**src/rtl/ppsched_pkg.sv**
```systemverilog
// Shared types and constants for the preemptive priority scheduler.
// No dependencies; used by every module in rtl/.
package ppsched_pkg;

  localparam int PRIO_W  = 8;
  localparam int ARR_W   = 16;
  localparam int BURST_W = 16;
  localparam int TIME_W  = 24;
  localparam int SUM_W   = 32;
  localparam int SLOT_W  = 4;

  localparam logic [TIME_W-1:0] TIME_MAX = {TIME_W{1'b1}};
  localparam logic [SUM_W-1:0]  SUM_MAX  = {SUM_W{1'b1}};

  // command codes
  localparam logic CMD_LOAD = 1'b0;
  localparam logic CMD_TICK = 1'b1;

  // static part of one process record
  typedef struct packed {
    logic [PRIO_W-1:0]  prio;
    logic [ARR_W-1:0]   arrival;
    logic [BURST_W-1:0] burst;
  } rec_t;

  // table port controls
  typedef struct packed {
    logic rec_we;
    logic rem_we;
    logic rd_en;
  } tbl_ctl_t;

endpackage

```
**src/rtl/ppsched_table.sv**
```systemverilog
// Process table: static record memory plus remaining-burst memory.
// One write port, one registered read port. Depends on ppsched_pkg.
module ppsched_table #(
  parameter int DEPTH = 16,
  parameter int IDX_W = 4
) (
  input  logic                             clk,
  input  ppsched_pkg::tbl_ctl_t            ctl,
  input  logic [IDX_W-1:0]                 wr_addr,
  input  ppsched_pkg::rec_t                rec_wdata,
  input  logic [ppsched_pkg::BURST_W-1:0]  rem_wdata,
  input  logic [IDX_W-1:0]                 rd_addr,
  output ppsched_pkg::rec_t                rd_rec,
  output logic [ppsched_pkg::BURST_W-1:0]  rd_rem
);

  ppsched_pkg::rec_t               rec_mem [DEPTH];
  logic [ppsched_pkg::BURST_W-1:0] rem_mem [DEPTH];

  always_ff @(posedge clk) begin
    if (ctl.rec_we) begin
      rec_mem[wr_addr] <= rec_wdata;
    end
    if (ctl.rem_we) begin
      rem_mem[wr_addr] <= rem_wdata;
    end
    if (ctl.rd_en) begin
      rd_rec <= rec_mem[rd_addr];
      rd_rem <= rem_mem[rd_addr];
    end
  end

endmodule

```
**src/rtl/ppsched_cmp.sv**
```systemverilog
// Shared candidate-versus-best comparator used once per scanned entry.
// Depends on ppsched_pkg.
module ppsched_cmp (
  input  logic                            lower_value_first,
  input  logic                            have_best,
  input  logic [ppsched_pkg::PRIO_W-1:0]  cand_prio,
  input  logic [ppsched_pkg::ARR_W-1:0]   cand_arrival,
  input  logic [ppsched_pkg::PRIO_W-1:0]  best_eff,
  input  logic [ppsched_pkg::ARR_W-1:0]   best_arrival,
  output logic [ppsched_pkg::PRIO_W-1:0]  cand_eff,
  output logic                            take
);

  // 255 - p is the bitwise inverse
  assign cand_eff = lower_value_first ? ~cand_prio : cand_prio;

  assign take = !have_best || (cand_eff > best_eff) ||
                ((cand_eff == best_eff) && (cand_arrival < best_arrival));

endmodule

```
**src/rtl/preemptive_priority_scheduler.sv**
```systemverilog
// Top level of the preemptive priority scheduler: sequencer, scan registers,
// result registers. Depends on ppsched_pkg, ppsched_table, ppsched_cmp.
//
// Usage:
//   Command channel: start/busy. A transaction is taken at a rising edge with
//   start high and busy low. cmd = load appends a process record (priority,
//   arrival, burst) to the table; a load into a full table is dropped. A load
//   leaves busy low and produces no result.
//   cmd = tick advances time one unit. The sequencer walks the loaded entries
//   through the single table read port, one entry per cycle, and feeds each
//   to one shared comparator. The update state and the report state follow.
//   The result strobe comes after the report state, and busy is high through
//   the scan, update and report states; the next command can be taken in the
//   strobe cycle. The scan length is set by the table's one read port.
//   Result channel: result_valid is high for exactly one cycle with all
//   result ports; the receiver cannot stall, so nothing is held back.
//   Config channel: cfg_valid/cfg_ready writes lower_value_first; ready
//   whenever the sequencer is idle. Takes effect at the next tick.
//   Reset (rst, synchronous): empties the table, clears done flags, time,
//   waiting total and the running process. No clearing pass is needed.
module preemptive_priority_scheduler #(
  parameter int MAX_PROCS = 16
) (
  input  logic        clk,
  input  logic        rst,
  input  logic        start,
  output logic        busy,
  input  logic        cmd,
  input  logic [7:0]  proc_priority,
  input  logic [15:0] proc_arrival,
  input  logic [15:0] proc_burst,
  input  logic        cfg_valid,
  output logic        cfg_ready,
  input  logic        cfg_lower_value_first,
  output logic        result_valid,
  output logic        slot_idle,
  output logic [3:0]  slot_process,
  output logic        finished,
  output logic [23:0] finish_time,
  output logic [23:0] turnaround_time,
  output logic [23:0] wait_time,
  output logic [31:0] wait_total,
  output logic        all_done
);

  localparam int IDX_W = (MAX_PROCS > 1) ? $clog2(MAX_PROCS) : 1;
  localparam int CNT_W = $clog2(MAX_PROCS + 1);
  localparam logic [CNT_W-1:0] CNT_FULL = CNT_W'(MAX_PROCS);

  localparam int PW = ppsched_pkg::PRIO_W;
  localparam int AW = ppsched_pkg::ARR_W;
  localparam int BW = ppsched_pkg::BURST_W;
  localparam int TW = ppsched_pkg::TIME_W;
  localparam int SW = ppsched_pkg::SUM_W;

  typedef enum logic [3:0] {
    ST_IDLE   = 4'b0001,
    ST_SCAN   = 4'b0010,
    ST_UPDATE = 4'b0100,
    ST_REPORT = 4'b1000
  } state_t;

  state_t state;

  // architectural state
  logic                 lower_value_first;
  logic [CNT_W-1:0]     loaded_count;
  logic [CNT_W-1:0]     done_count;
  logic [MAX_PROCS-1:0] done;
  logic [IDX_W-1:0]     running_index;
  logic                 running_valid;
  logic [TW-1:0]        now_time;
  logic [SW-1:0]        wait_sum;

  // scan state
  logic [CNT_W-1:0] scan_cnt;
  logic             rd_valid;
  logic [IDX_W-1:0] rd_idx;
  logic             found;
  logic [IDX_W-1:0] best_idx;
  logic [PW-1:0]    best_eff;
  logic [AW-1:0]    best_arr;
  logic [BW-1:0]    best_burst;
  logic [BW-1:0]    best_rem;
  logic             run_seen;
  logic [PW-1:0]    run_eff;
  logic [AW-1:0]    run_arr;
  logic [BW-1:0]    run_burst;
  logic [BW-1:0]    run_rem;

  // update-to-report registers
  logic             found_q;
  logic             fin_q;
  logic [TW-1:0]    comp_q;
  logic [TW-1:0]    tat_q;
  logic [BW-1:0]    burst_q;
  logic [IDX_W-1:0] slot_q;

  // table interface
  ppsched_pkg::tbl_ctl_t tbl_ctl;
  ppsched_pkg::rec_t     rec_wdata;
  ppsched_pkg::rec_t     rd_rec;
  logic [BW-1:0]         rem_wdata;
  logic [BW-1:0]         rd_rem;
  logic [IDX_W-1:0]      wr_addr;
  logic [IDX_W-1:0]      rd_addr;

  logic          accept;
  logic          load_go;
  logic          issuing;
  logic [BW-1:0] burst_fix;
  logic          elig;
  logic [PW-1:0] cand_eff;
  logic          take;

  logic          use_run;
  logic [IDX_W-1:0] sel_idx;
  logic [AW-1:0] sel_arr;
  logic [BW-1:0] sel_burst;
  logic [BW-1:0] sel_rem;
  logic          sel_last;
  logic [TW-1:0] now_next;
  logic [TW-1:0] tat_c;
  logic [TW-1:0] wt_c;
  logic [SW:0]   sum_c;
  logic [IDX_W+SW-1:0] slot_ext;

  assign busy      = (state != ST_IDLE);
  assign cfg_ready = !busy;
  assign accept    = start && !busy;
  assign load_go   = accept && (cmd == ppsched_pkg::CMD_LOAD) && (loaded_count != CNT_FULL);
  assign issuing   = (state == ST_SCAN) && (scan_cnt < loaded_count);

  // a zero burst is stored as one
  assign burst_fix = (proc_burst == '0) ? BW'(1) : proc_burst;

  assign rec_wdata = '{prio: proc_priority, arrival: proc_arrival, burst: burst_fix};
  assign rd_addr   = scan_cnt[IDX_W-1:0];

  always_comb begin
    tbl_ctl.rd_en  = issuing;
    tbl_ctl.rec_we = load_go;
    tbl_ctl.rem_we = load_go || ((state == ST_UPDATE) && found);
    wr_addr        = (state == ST_UPDATE) ? sel_idx : loaded_count[IDX_W-1:0];
    rem_wdata      = (state == ST_UPDATE) ? sel_rem - BW'(1) : burst_fix;
  end

  ppsched_table #(
    .DEPTH (MAX_PROCS),
    .IDX_W (IDX_W)
  ) u_table (
    .clk       (clk),
    .ctl       (tbl_ctl),
    .wr_addr   (wr_addr),
    .rec_wdata (rec_wdata),
    .rem_wdata (rem_wdata),
    .rd_addr   (rd_addr),
    .rd_rec    (rd_rec),
    .rd_rem    (rd_rem)
  );

  ppsched_cmp u_cmp (
    .lower_value_first (lower_value_first),
    .have_best         (found),
    .cand_prio         (rd_rec.prio),
    .cand_arrival      (rd_rec.arrival),
    .best_eff          (best_eff),
    .best_arrival      (best_arr),
    .cand_eff          (cand_eff),
    .take              (take)
  );

  // entry under compare: arrived and not yet complete
  assign elig = rd_valid && !done[rd_idx] && ({{(TW-AW){1'b0}}, rd_rec.arrival} <= now_time);

  // winner select: running process keeps the CPU on an effective-priority tie
  always_comb begin
    use_run   = found && run_seen && (run_eff == best_eff);
    sel_idx   = use_run ? running_index : best_idx;
    sel_arr   = use_run ? run_arr       : best_arr;
    sel_burst = use_run ? run_burst     : best_burst;
    sel_rem   = use_run ? run_rem       : best_rem;
    sel_last  = (sel_rem <= BW'(1));
    now_next  = (now_time == ppsched_pkg::TIME_MAX) ? now_time : now_time + TW'(1);
    tat_c     = (now_next >= {{(TW-AW){1'b0}}, sel_arr}) ?
                now_next - {{(TW-AW){1'b0}}, sel_arr} : '0;
  end

  // report stage arithmetic
  always_comb begin
    wt_c     = (fin_q && (tat_q >= {{(TW-BW){1'b0}}, burst_q})) ?
               tat_q - {{(TW-BW){1'b0}}, burst_q} : '0;
    sum_c    = {1'b0, wait_sum} + {{(SW+1-TW){1'b0}}, wt_c};
    slot_ext = {{SW{1'b0}}, slot_q};
  end

  always_ff @(posedge clk) begin
    if (rst) begin
      state             <= ST_IDLE;
      lower_value_first <= 1'b0;
      loaded_count      <= '0;
      done_count        <= '0;
      done              <= '0;
      running_index     <= '0;
      running_valid     <= 1'b0;
      now_time          <= '0;
      wait_sum          <= '0;
      scan_cnt          <= '0;
      rd_valid          <= 1'b0;
      found             <= 1'b0;
      run_seen          <= 1'b0;
      result_valid      <= 1'b0;
    end else begin
      result_valid <= 1'b0;
      rd_valid     <= issuing;
      rd_idx       <= rd_addr;

      if (cfg_valid && cfg_ready) begin
        lower_value_first <= cfg_lower_value_first;
      end

      case (state)
        ST_IDLE: begin
          if (load_go) begin
            done[loaded_count[IDX_W-1:0]] <= 1'b0;
            loaded_count <= loaded_count + CNT_W'(1);
          end
          if (accept && (cmd == ppsched_pkg::CMD_TICK)) begin
            scan_cnt <= '0;
            found    <= 1'b0;
            run_seen <= 1'b0;
            state    <= ST_SCAN;
          end
        end
        ST_SCAN: begin
          if (issuing) begin
            scan_cnt <= scan_cnt + CNT_W'(1);
          end
          if (elig && take) begin
            found      <= 1'b1;
            best_idx   <= rd_idx;
            best_eff   <= cand_eff;
            best_arr   <= rd_rec.arrival;
            best_burst <= rd_rec.burst;
            best_rem   <= rd_rem;
          end
          if (elig && running_valid && (rd_idx == running_index)) begin
            run_seen  <= 1'b1;
            run_eff   <= cand_eff;
            run_arr   <= rd_rec.arrival;
            run_burst <= rd_rec.burst;
            run_rem   <= rd_rem;
          end
          if (!issuing && !rd_valid) begin
            state <= ST_UPDATE;
          end
        end
        ST_UPDATE: begin
          now_time <= now_next;
          found_q  <= found;
          slot_q   <= sel_idx;
          burst_q  <= sel_burst;
          fin_q    <= found && sel_last;
          comp_q   <= (found && sel_last) ? now_next : '0;
          tat_q    <= (found && sel_last) ? tat_c : '0;
          if (found) begin
            running_index <= sel_idx;
            running_valid <= !sel_last;
            if (sel_last) begin
              done[sel_idx] <= 1'b1;
              done_count    <= done_count + CNT_W'(1);
            end
          end else begin
            running_valid <= 1'b0;
          end
          state <= ST_REPORT;
        end
        ST_REPORT: begin
          wait_sum     <= sum_c[SW] ? ppsched_pkg::SUM_MAX : sum_c[SW-1:0];
          result_valid <= 1'b1;
          state        <= ST_IDLE;
        end
        default: begin
          state <= ST_IDLE;
        end
      endcase
    end
  end

  // result registers, loaded in the report cycle
  always_ff @(posedge clk) begin
    if (state == ST_REPORT) begin
      slot_idle       <= !found_q;
      slot_process    <= found_q ? slot_ext[3:0] : 4'd0;
      finished        <= fin_q;
      finish_time     <= comp_q;
      turnaround_time <= tat_q;
      wait_time       <= wt_c;
      wait_total      <= sum_c[SW] ? ppsched_pkg::SUM_MAX : sum_c[SW-1:0];
      all_done        <= (done_count == loaded_count);
    end
  end

  // the strobe only appears once the sequencer is back to idle
  a_strobe_idle: assert property (@(posedge clk) disable iff (rst)
    result_valid |-> (state == ST_IDLE))
    else $error("result strobe outside idle");

  // completions never exceed loads
  a_done_bound: assert property (@(posedge clk) disable iff (rst)
    done_count <= loaded_count)
    else $error("done count above loaded count");

  // a completed slot always names a process
  a_fin_busy_slot: assert property (@(posedge clk) disable iff (rst)
    (result_valid && finished) |-> !slot_idle)
    else $error("finish reported on idle slot");

  // the process kept as running has not completed
  a_run_not_done: assert property (@(posedge clk) disable iff (rst)
    running_valid |-> !done[running_index])
    else $error("running process marked done");

  // update is always followed by the report cycle
  a_update_report: assert property (@(posedge clk) disable iff (rst)
    (state == ST_UPDATE) |=> (state == ST_REPORT))
    else $error("report cycle skipped");

endmodule

```
**config.mk**
```make
export PLATFORM = sky130hd
export DESIGN_NAME = preemptive_priority_scheduler
export DESIGN_NICKNAME = d
export VERILOG_FILES = /design/src/rtl/ppsched_pkg.sv /design/src/rtl/ppsched_table.sv /design/src/rtl/ppsched_cmp.sv /design/src/rtl/preemptive_priority_scheduler.sv
export SDC_FILE = /design/constraint.sdc
export NUM_CORES = 2
export LEC_CHECK = 0
export ABC_AREA = 1
export BUFFER_PORTS_ARGS = -buffer_cell sky130_fd_sc_hd__buf_2
export CAP_MARGIN = 20
export CORE_MARGIN = 2
export CORE_UTILIZATION = 35
export CTS_CLUSTER_DIAMETER = 50
export DETAILED_ROUTE_END_ITERATION = 10
export PLACE_DENSITY = 0.53
export SLEW_MARGIN = 20
export SYNTH_ARGS = -nofsm -noshare
export SYNTH_HDL_FRONTEND = slang
export SYNTH_HIERARCHICAL = 1
export SYNTH_SLANG_ARGS = --single-unit
```
**constraint.sdc**
```tcl
create_clock -name clk -period 9.65 [get_ports clk]
set_input_delay 1.93 -clock clk [delete_from_list [all_inputs] [get_ports clk]]
set_output_delay 1.93 -clock clk [all_outputs]
set_load 0.005 [all_outputs]
```
* Word level (Yosys, flattened, before mapping)
Memory sizes are Yosys's and may differ from the RTL's. A register that Yosys moved wholly into a read port is not among the register bits. Index checks and enable logic that the tools add are counted.
Storage, ports and cells: bits in writable memories 896, output and inout port bits 114, logic and storage cells 168, bits of input ports 46, bits in registers 402, memories kept 2
Memory list:
- u_table.rec_mem | depth 16, width 40, rd ports 1, clocked after Yosys merged registers in 1, write ports 1, line ppsched_table.sv:17 | ppsched_pkg::rec_t rec_mem [DEPTH];
- u_table.rem_mem | depth 16, width 16, rd ports 1, clocked after Yosys merged registers in 1, write ports 1, line ppsched_table.sv:18 | logic [ppsched_pkg::BURST_W-1:0] rem_mem [DEPTH];
Operators by class: reductions and logical operators 45, equality and inequality tests 19, bitwise gates (word level) 6, magnitude comparators 12, mux-type cells 38, add/subtract/negate cells 8
Operators with widths (number):
- $mux 16 | 8
- $ge 24x16->1 | 2
- $mux 24 | 2
- $sub 24x16->24 | 2
- $add 32x24->33 | 1
- $mux 32 | 1
- $pmux 16 s2 | 1
- $add 24x1->24 const B | 1
- $eq 24x24->1 const B | 1
- $le 16x24->1 | 1
- $logic_and 1x1->1 | 20
- $reduce_and 3->1 | 6
- $and 16x16->16 | 1
- $eq 8x8->1 | 2
- $le 16x1->1 const B | 1
- $logic_not 16->1 | 1
- $lt 16x16->1 | 1
- $mux 4 | 4
- $not 16->16 | 1
- $or 16x16->16 | 1
- $sub 16x1->16 const B | 1
- $add 5x1->5 const B | 3
- $lt 4x5->1 const B | 3
- $mux 1 | 12
- 27 further kinds | 51

* Logic depth before layout (Yosys ltp)
word-level depth 11, depth in mapped cells 27, mapped depth without buffers 26

* Modules after synthesis
Netlist, hierarchy kept.
By module, submodules not included:
- ppsched_table | area each 40416.3 sq um, cells each 3722, instances 1
- preemptive_priority_scheduler | area each 21031.4 sq um, cells each 2375, instances 1
- ppsched_cmp | area each 713.2 sq um, cells each 111, instances 1

* Worst setup path after synthesis
OpenSTA, ideal clock, no wires.
path type input -> register, start in rst, end reg run_arr[0], enable pin, cell stages on the path 2, library setup time 0.541 ns, slack 3.082 ns, required time 9.109 ns, arrival time 6.027 ns, path through clkbuf_1 nor3_1
On the way: longest elaborated chain between the ends 2
Ends and longest elaborated chain:
- start, declared | line preemptive_priority_scheduler.sv:25 | input logic rst,
- $not 1->1 (no source line)
- $reduce_and 3->1 (no source line)
- end signal, assigned | line preemptive_priority_scheduler.sv:250 | run_arr <= rd_rec.arrival;
- end, declared | line preemptive_priority_scheduler.sv:87 | logic [AW-1:0] run_arr;
Every way passes these cells. A chain may end at the register's enable or synchronous reset.

* Final worst setup path
start reg tat_q[0], end reg wait_sum[30]
On the way: longest elaborated chain between the ends 5, elaborated cells on any way between the ends 6, those cells by class add/sub: 2; order compare: 1; mux: 2; reduce/logical: 1
Ends and longest elaborated chain:
- start, declared | line preemptive_priority_scheduler.sv:95 | logic [TW-1:0] tat_q;
- start signal, assigned | line preemptive_priority_scheduler.sv:265 | tat_q <= (found && sel_last) ? tat_c : '0;
- $ge 24x16->1 | line preemptive_priority_scheduler.sv:191 | wt_c = (fin_q && (tat_q >= {{(TW-BW){1'b0}}, burst_q})) ?
- $logic_and 1x1->1 | line preemptive_priority_scheduler.sv:191
- $mux 24 * | line preemptive_priority_scheduler.sv:191
- named net wt_c[0] | line preemptive_priority_scheduler.sv:124 | logic [TW-1:0] wt_c;
- $add 32x24->33 * | line preemptive_priority_scheduler.sv:193 | sum_c = {1'b0, wait_sum} + {{(SW+1-TW){1'b0}}, wt_c};
- $mux 32 *
- end signal, assigned | line preemptive_priority_scheduler.sv:279 | wait_sum <= sum_c[SW] ? ppsched_pkg::SUM_MAX : sum_c[SW-1:0];
- end, declared | line preemptive_priority_scheduler.sv:73 | logic [SW-1:0] wait_sum;
The timed path passes the listed nets; every way through them passes the cells marked *.

==> impl_metrics.json <==
{
  "status": "finished, final reports clean",
  "synth-edff-count": 1253,
  "grt_setup_unrepaired": "no",
  "starting_density_pct": 35.3,
  "final.setup.tns_ns": 0,
  "design.portCount": 160,
  "clock_insertion_delay_worst_skew_ns": 0.80,
  "port_buffers": 159,
  "setup.worst_path.class": "register to register",
  "drc": 0,
  "layout_worst_path_cycle_share_pct": 64.8,
  "vdd_ir_max_v": 0.000199,
  "tightestPinTransition_ns": 1.14,
  "cts_buffers": 163,
  "grt_pass1_vias": 40600,
  "yosys_most_used_dff": "sky130_fd_sc_hd__edfxtp_1",
  "synth_fp_nets": 6365,
  "number_of_drc_markers_in_iteration_0": 3743,
  "finalSetupViolations": 0,
  "timing.clock.skew_ns": 0.0280,
  "yosys.cell_types.count": 61,
  "numClockSinks": 1354,
  "nNetsFinal": 6509,
  "max_slew_margin_pct": 24.3,
  "pin_count_of_the_biggest_net_entering_global_routing": 185,
  "synth_commonest_cells": "sky130_fd_sc_hd__nand2_1, sky130_fd_sc_hd__edfxtp_1, sky130_fd_sc_hd__inv_1",
  "all_layer_global_routing_usage_pct": 19.4,
  "critPathCaptureType": "register",
  "dpl_worst_slack_ns": 3.42,
  "max-cap-violations": 0,
  "post-synth-top-area-cell": "sky130_fd_sc_hd__edfxtp_1",
  "hold-worst-slack_ns": 0.417,
  "worst_setup_hold_path_clk_slew_ns": 0.06,
  "via_per_inst": 4.85,
  "cts.repair.resized": 0,
  "yosys.area.top_type_share_pct": 60.5,
  "post-route-worst-setup-slack_ns": 3.39,
  "synth_sequential_area_ratio_pct": 63.8,
  "netlist_instances": 6208,
  "fin_crit_ns": 6.26,
  "global_route_wire_length_before_repair_mm": 262,
  "cts.path.max_buffers": 3,
  "synth_warnings": 6,
  "crit_path_max_fanout": 24,
  "crit_required_ns": 10.38,
  "synth_area_leaders": "sky130_fd_sc_hd__edfxtp_1, sky130_fd_sc_hd__nand2_1, sky130_fd_sc_hd__nand3_1",
  "hold_buffers": 0,
  "finalWeightedCongestion": 0.890,
  "place_inst": 8527,
  "post_cts_buffers": 0,
  "core_area_um2": 176000,
  "critPathLaunchType": "register",
  "syn_area_um2": 62200,
  "die_height_um": 425,
  "p_leak_uw": 0.0294,
  "floorplan.rows": 154,
  "cts-root-buf": "sky130_fd_sc_hd__clkbuf_16",
  "power_density_nw_per_um2": 198,
  "post_drt_wl_per_cell_um": 20.0,
  "postLayoutCoreUtil_pct": 40.0,
  "maxClockFrequency_mhz": 160,
  "die_area_um2": 181000,
  "die_x_um": 425,
  "synthArstFlopShare_pct": 0,
  "finalHoldViolCount": 0,
  "arrival_ns": 6.98,
  "syn_area_per_cell_um2": 10.0,
  "synth.ff_latch_count": 1354,
  "finalMaxSlewViolations": 0,
  "ctsHtreeMaxLevel": 4,
  "grt_antenna_before_repair": 7,
  "dr_total_vias": 42800,
  "antenna_violating_nets_post_route": 0,
  "grt-ovfl-total": 0,
  "area_delta_synth_final_pct": 13.5,
  "post-synth-top-count-cell": "sky130_fd_sc_hd__nand2_1",
  "pre_antenna_drt_iters": 6,
  "hpwl_mm": 103,
  "hold_path.class": "register to register",
  "layout.cells.non_filler": 8824,
  "final_layout_size_suffix_gt1_share_pct": 9.32,
  "cts_tree": "yes",
  "route.final.wire_length_mm": 177
}
[flip-flops by register name (all words and copies together) (netlist names), 24 cells and up]
signal and count:
u_table/rd_rec 40, finish_time 24, turnaround_time 24, tat_q 24, u_table/rec_mem 640, wait_total 32
wait_time 24, wait_sum 32, comp_q 24, u_table/rem_mem 256, now_time 24
[critical path, cell delays in order (launching register included)]
cell and delay [ns]:
sky130_fd_sc_hd__edfxtp_1 0.34, sky130_fd_sc_hd__inv_1 0.05, sky130_fd_sc_hd__ha_1 0.24, sky130_fd_sc_hd__fa_1 0.41
sky130_fd_sc_hd__o21ai_0 0.35, sky130_fd_sc_hd__a21oi_1 0.16, sky130_fd_sc_hd__o21ai_0 0.43, sky130_fd_sc_hd__nand4_1 0.19
sky130_fd_sc_hd__nand3_1 0.18, sky130_fd_sc_hd__o21ai_1 0.07, sky130_fd_sc_hd__buf_4 0.23, sky130_fd_sc_hd__nor2_1 0.18
sky130_fd_sc_hd__ha_1 0.23, sky130_fd_sc_hd__fa_1 0.21, sky130_fd_sc_hd__nand2_1 0.07, sky130_fd_sc_hd__o21ai_0 0.35
sky130_fd_sc_hd__a21oi_1 0.22, sky130_fd_sc_hd__inv_1 0.09, sky130_fd_sc_hd__nand3_1 0.08, sky130_fd_sc_hd__nand2_1 0.20
sky130_fd_sc_hd__nand3_1 0.81, sky130_fd_sc_hd__inv_1 0.69, sky130_fd_sc_hd__a21oi_1 0.07, sky130_fd_sc_hd__o21ai_0 0.13
sky130_fd_sc_hd__nor2_1 0.06, sky130_fd_sc_hd__nor2_1 0.12
[where the power goes]
group	leakage [uW]	switching [uW]	total (uW)	internal, uW
Combinational	0.0148	958	1310	352
Clock	0.00259	2500	6080	3580
Sequential	0.0121	76.4	6590	6510
Total	0.0294	3530	14000	10500
[layout by cell type, fill, tap and decap left out, types with 14 or more instances in the layout]
| master | synthesis | layout |
|---|---|---|
| sky130_fd_sc_hd__nand2_1 | 1653 | 1653 |
| sky130_fd_sc_hd__edfxtp_1 | 1253 | 1253 |
| sky130_fd_sc_hd__inv_1 | 1022 | 1020 |
| sky130_fd_sc_hd__nand3_1 | 802 | 801 |
| sky130_fd_sc_hd__nor2_1 | 356 | 331 |
| sky130_fd_sc_hd__clkbuf_16 | 0 | 168 |
| sky130_fd_sc_hd__a21oi_1 | 160 | 160 |
| sky130_fd_sc_hd__buf_2 | 94 | 159 |
| sky130_fd_sc_hd__o21ai_0 | 148 | 148 |
| sky130_fd_sc_hd__ha_1 | 108 | 108 |
| sky130_fd_sc_hd__dfxtp_1 | 101 | 97 |
| sky130_fd_sc_hd__buf_4 | 25 | 74 |
| sky130_fd_sc_hd__xor2_1 | 57 | 57 |
| sky130_fd_sc_hd__nand4_1 | 30 | 30 |
| sky130_fd_sc_hd__nor3_1 | 42 | 30 |
| sky130_fd_sc_hd__clkbuf_1 | 66 | 29 |
| sky130_fd_sc_hd__clkinv_1 | 2 | 27 |
| sky130_fd_sc_hd__clkinv_2 | 0 | 25 |
| sky130_fd_sc_hd__nor2_4 | 7 | 23 |
| sky130_fd_sc_hd__xnor2_1 | 17 | 17 |
| sky130_fd_sc_hd__a21oi_2 | 17 | 17 |
| sky130_fd_sc_hd__o211ai_1 | 15 | 15 |
| sky130_fd_sc_hd__mux2i_1 | 15 | 15 |
| sky130_fd_sc_hd__nor3_2 | 2 | 14 |
| sky130_fd_sc_hd__bufinv_16 | 0 | 14 |
[cells by family after synthesis]
kind of cell	after synthesis	share of synthesized area, %
compound gates	412	3.72
fa+ha+maj	111	2.27
xor+xnor	75	1.07
flops	1354	63.8
mux	15	0.242
simple gates	2948	20.1
buf+inv	1293	8.85
[routing by layer]
metal  up-vias  GRT usage [%]  routed length (um)
met3       263           2.77                9730
met4         6           6.61                5370
met2      1205           32.2               84300
met1     20700           25.8               77300
li1      20700              -                   -
met5         -              0                  43
[per-stage QoR]
| step | total power, uW | area [um2] |
|---|---|---|
| 2_1_floorplan | 7650 | 62200 |
| 5_1_grt | 14500 | 70500 |
| 4_1_cts | 14100 | 70500 |
| 3_3_place_gp | 8010 | 65200 |
| 6_report | 14000 | 70500 |
| 3_5_place_dp | 8030 | 65200 |
[final cells by class]
| type | count | area [um2] |
|---|---|---|
| Fill cell | 17100 | 106000 |
| Sequential cell | 1354 | 39700 |
| Multi-Input combinational cell | 3561 | 17300 |
| Clock buffer | 197 | 4310 |
| Inverter | 1033 | 3900 |
| Tap cell | 2340 | 2930 |
| Timing Repair Buffer | 239 | 1490 |
| Clock inverter | 99 | 998 |
| Antenna cell | 1 | 2.50 |
[final timing paths]
check                           cells after the start                   endpoint  slack, ns                     start
worst min-delay path                                0  finish_time[13]$_DFFE_PP_       0.42  comp_q[13]$_SDFFCE_PN0P_
worst max-delay path                               25  wait_sum[30]$_SDFFE_PP0P_       3.39    tat_q[0]$_SDFFCE_PN0P_
worst max register to register                     25  wait_sum[30]$_SDFFE_PP0P_       3.39    tat_q[0]$_SDFFCE_PN0P_
worst min register to register                      0  finish_time[13]$_DFFE_PP_       0.42  comp_q[13]$_SDFFCE_PN0P_
Note: power is estimated with default switching activity, not from simulation.
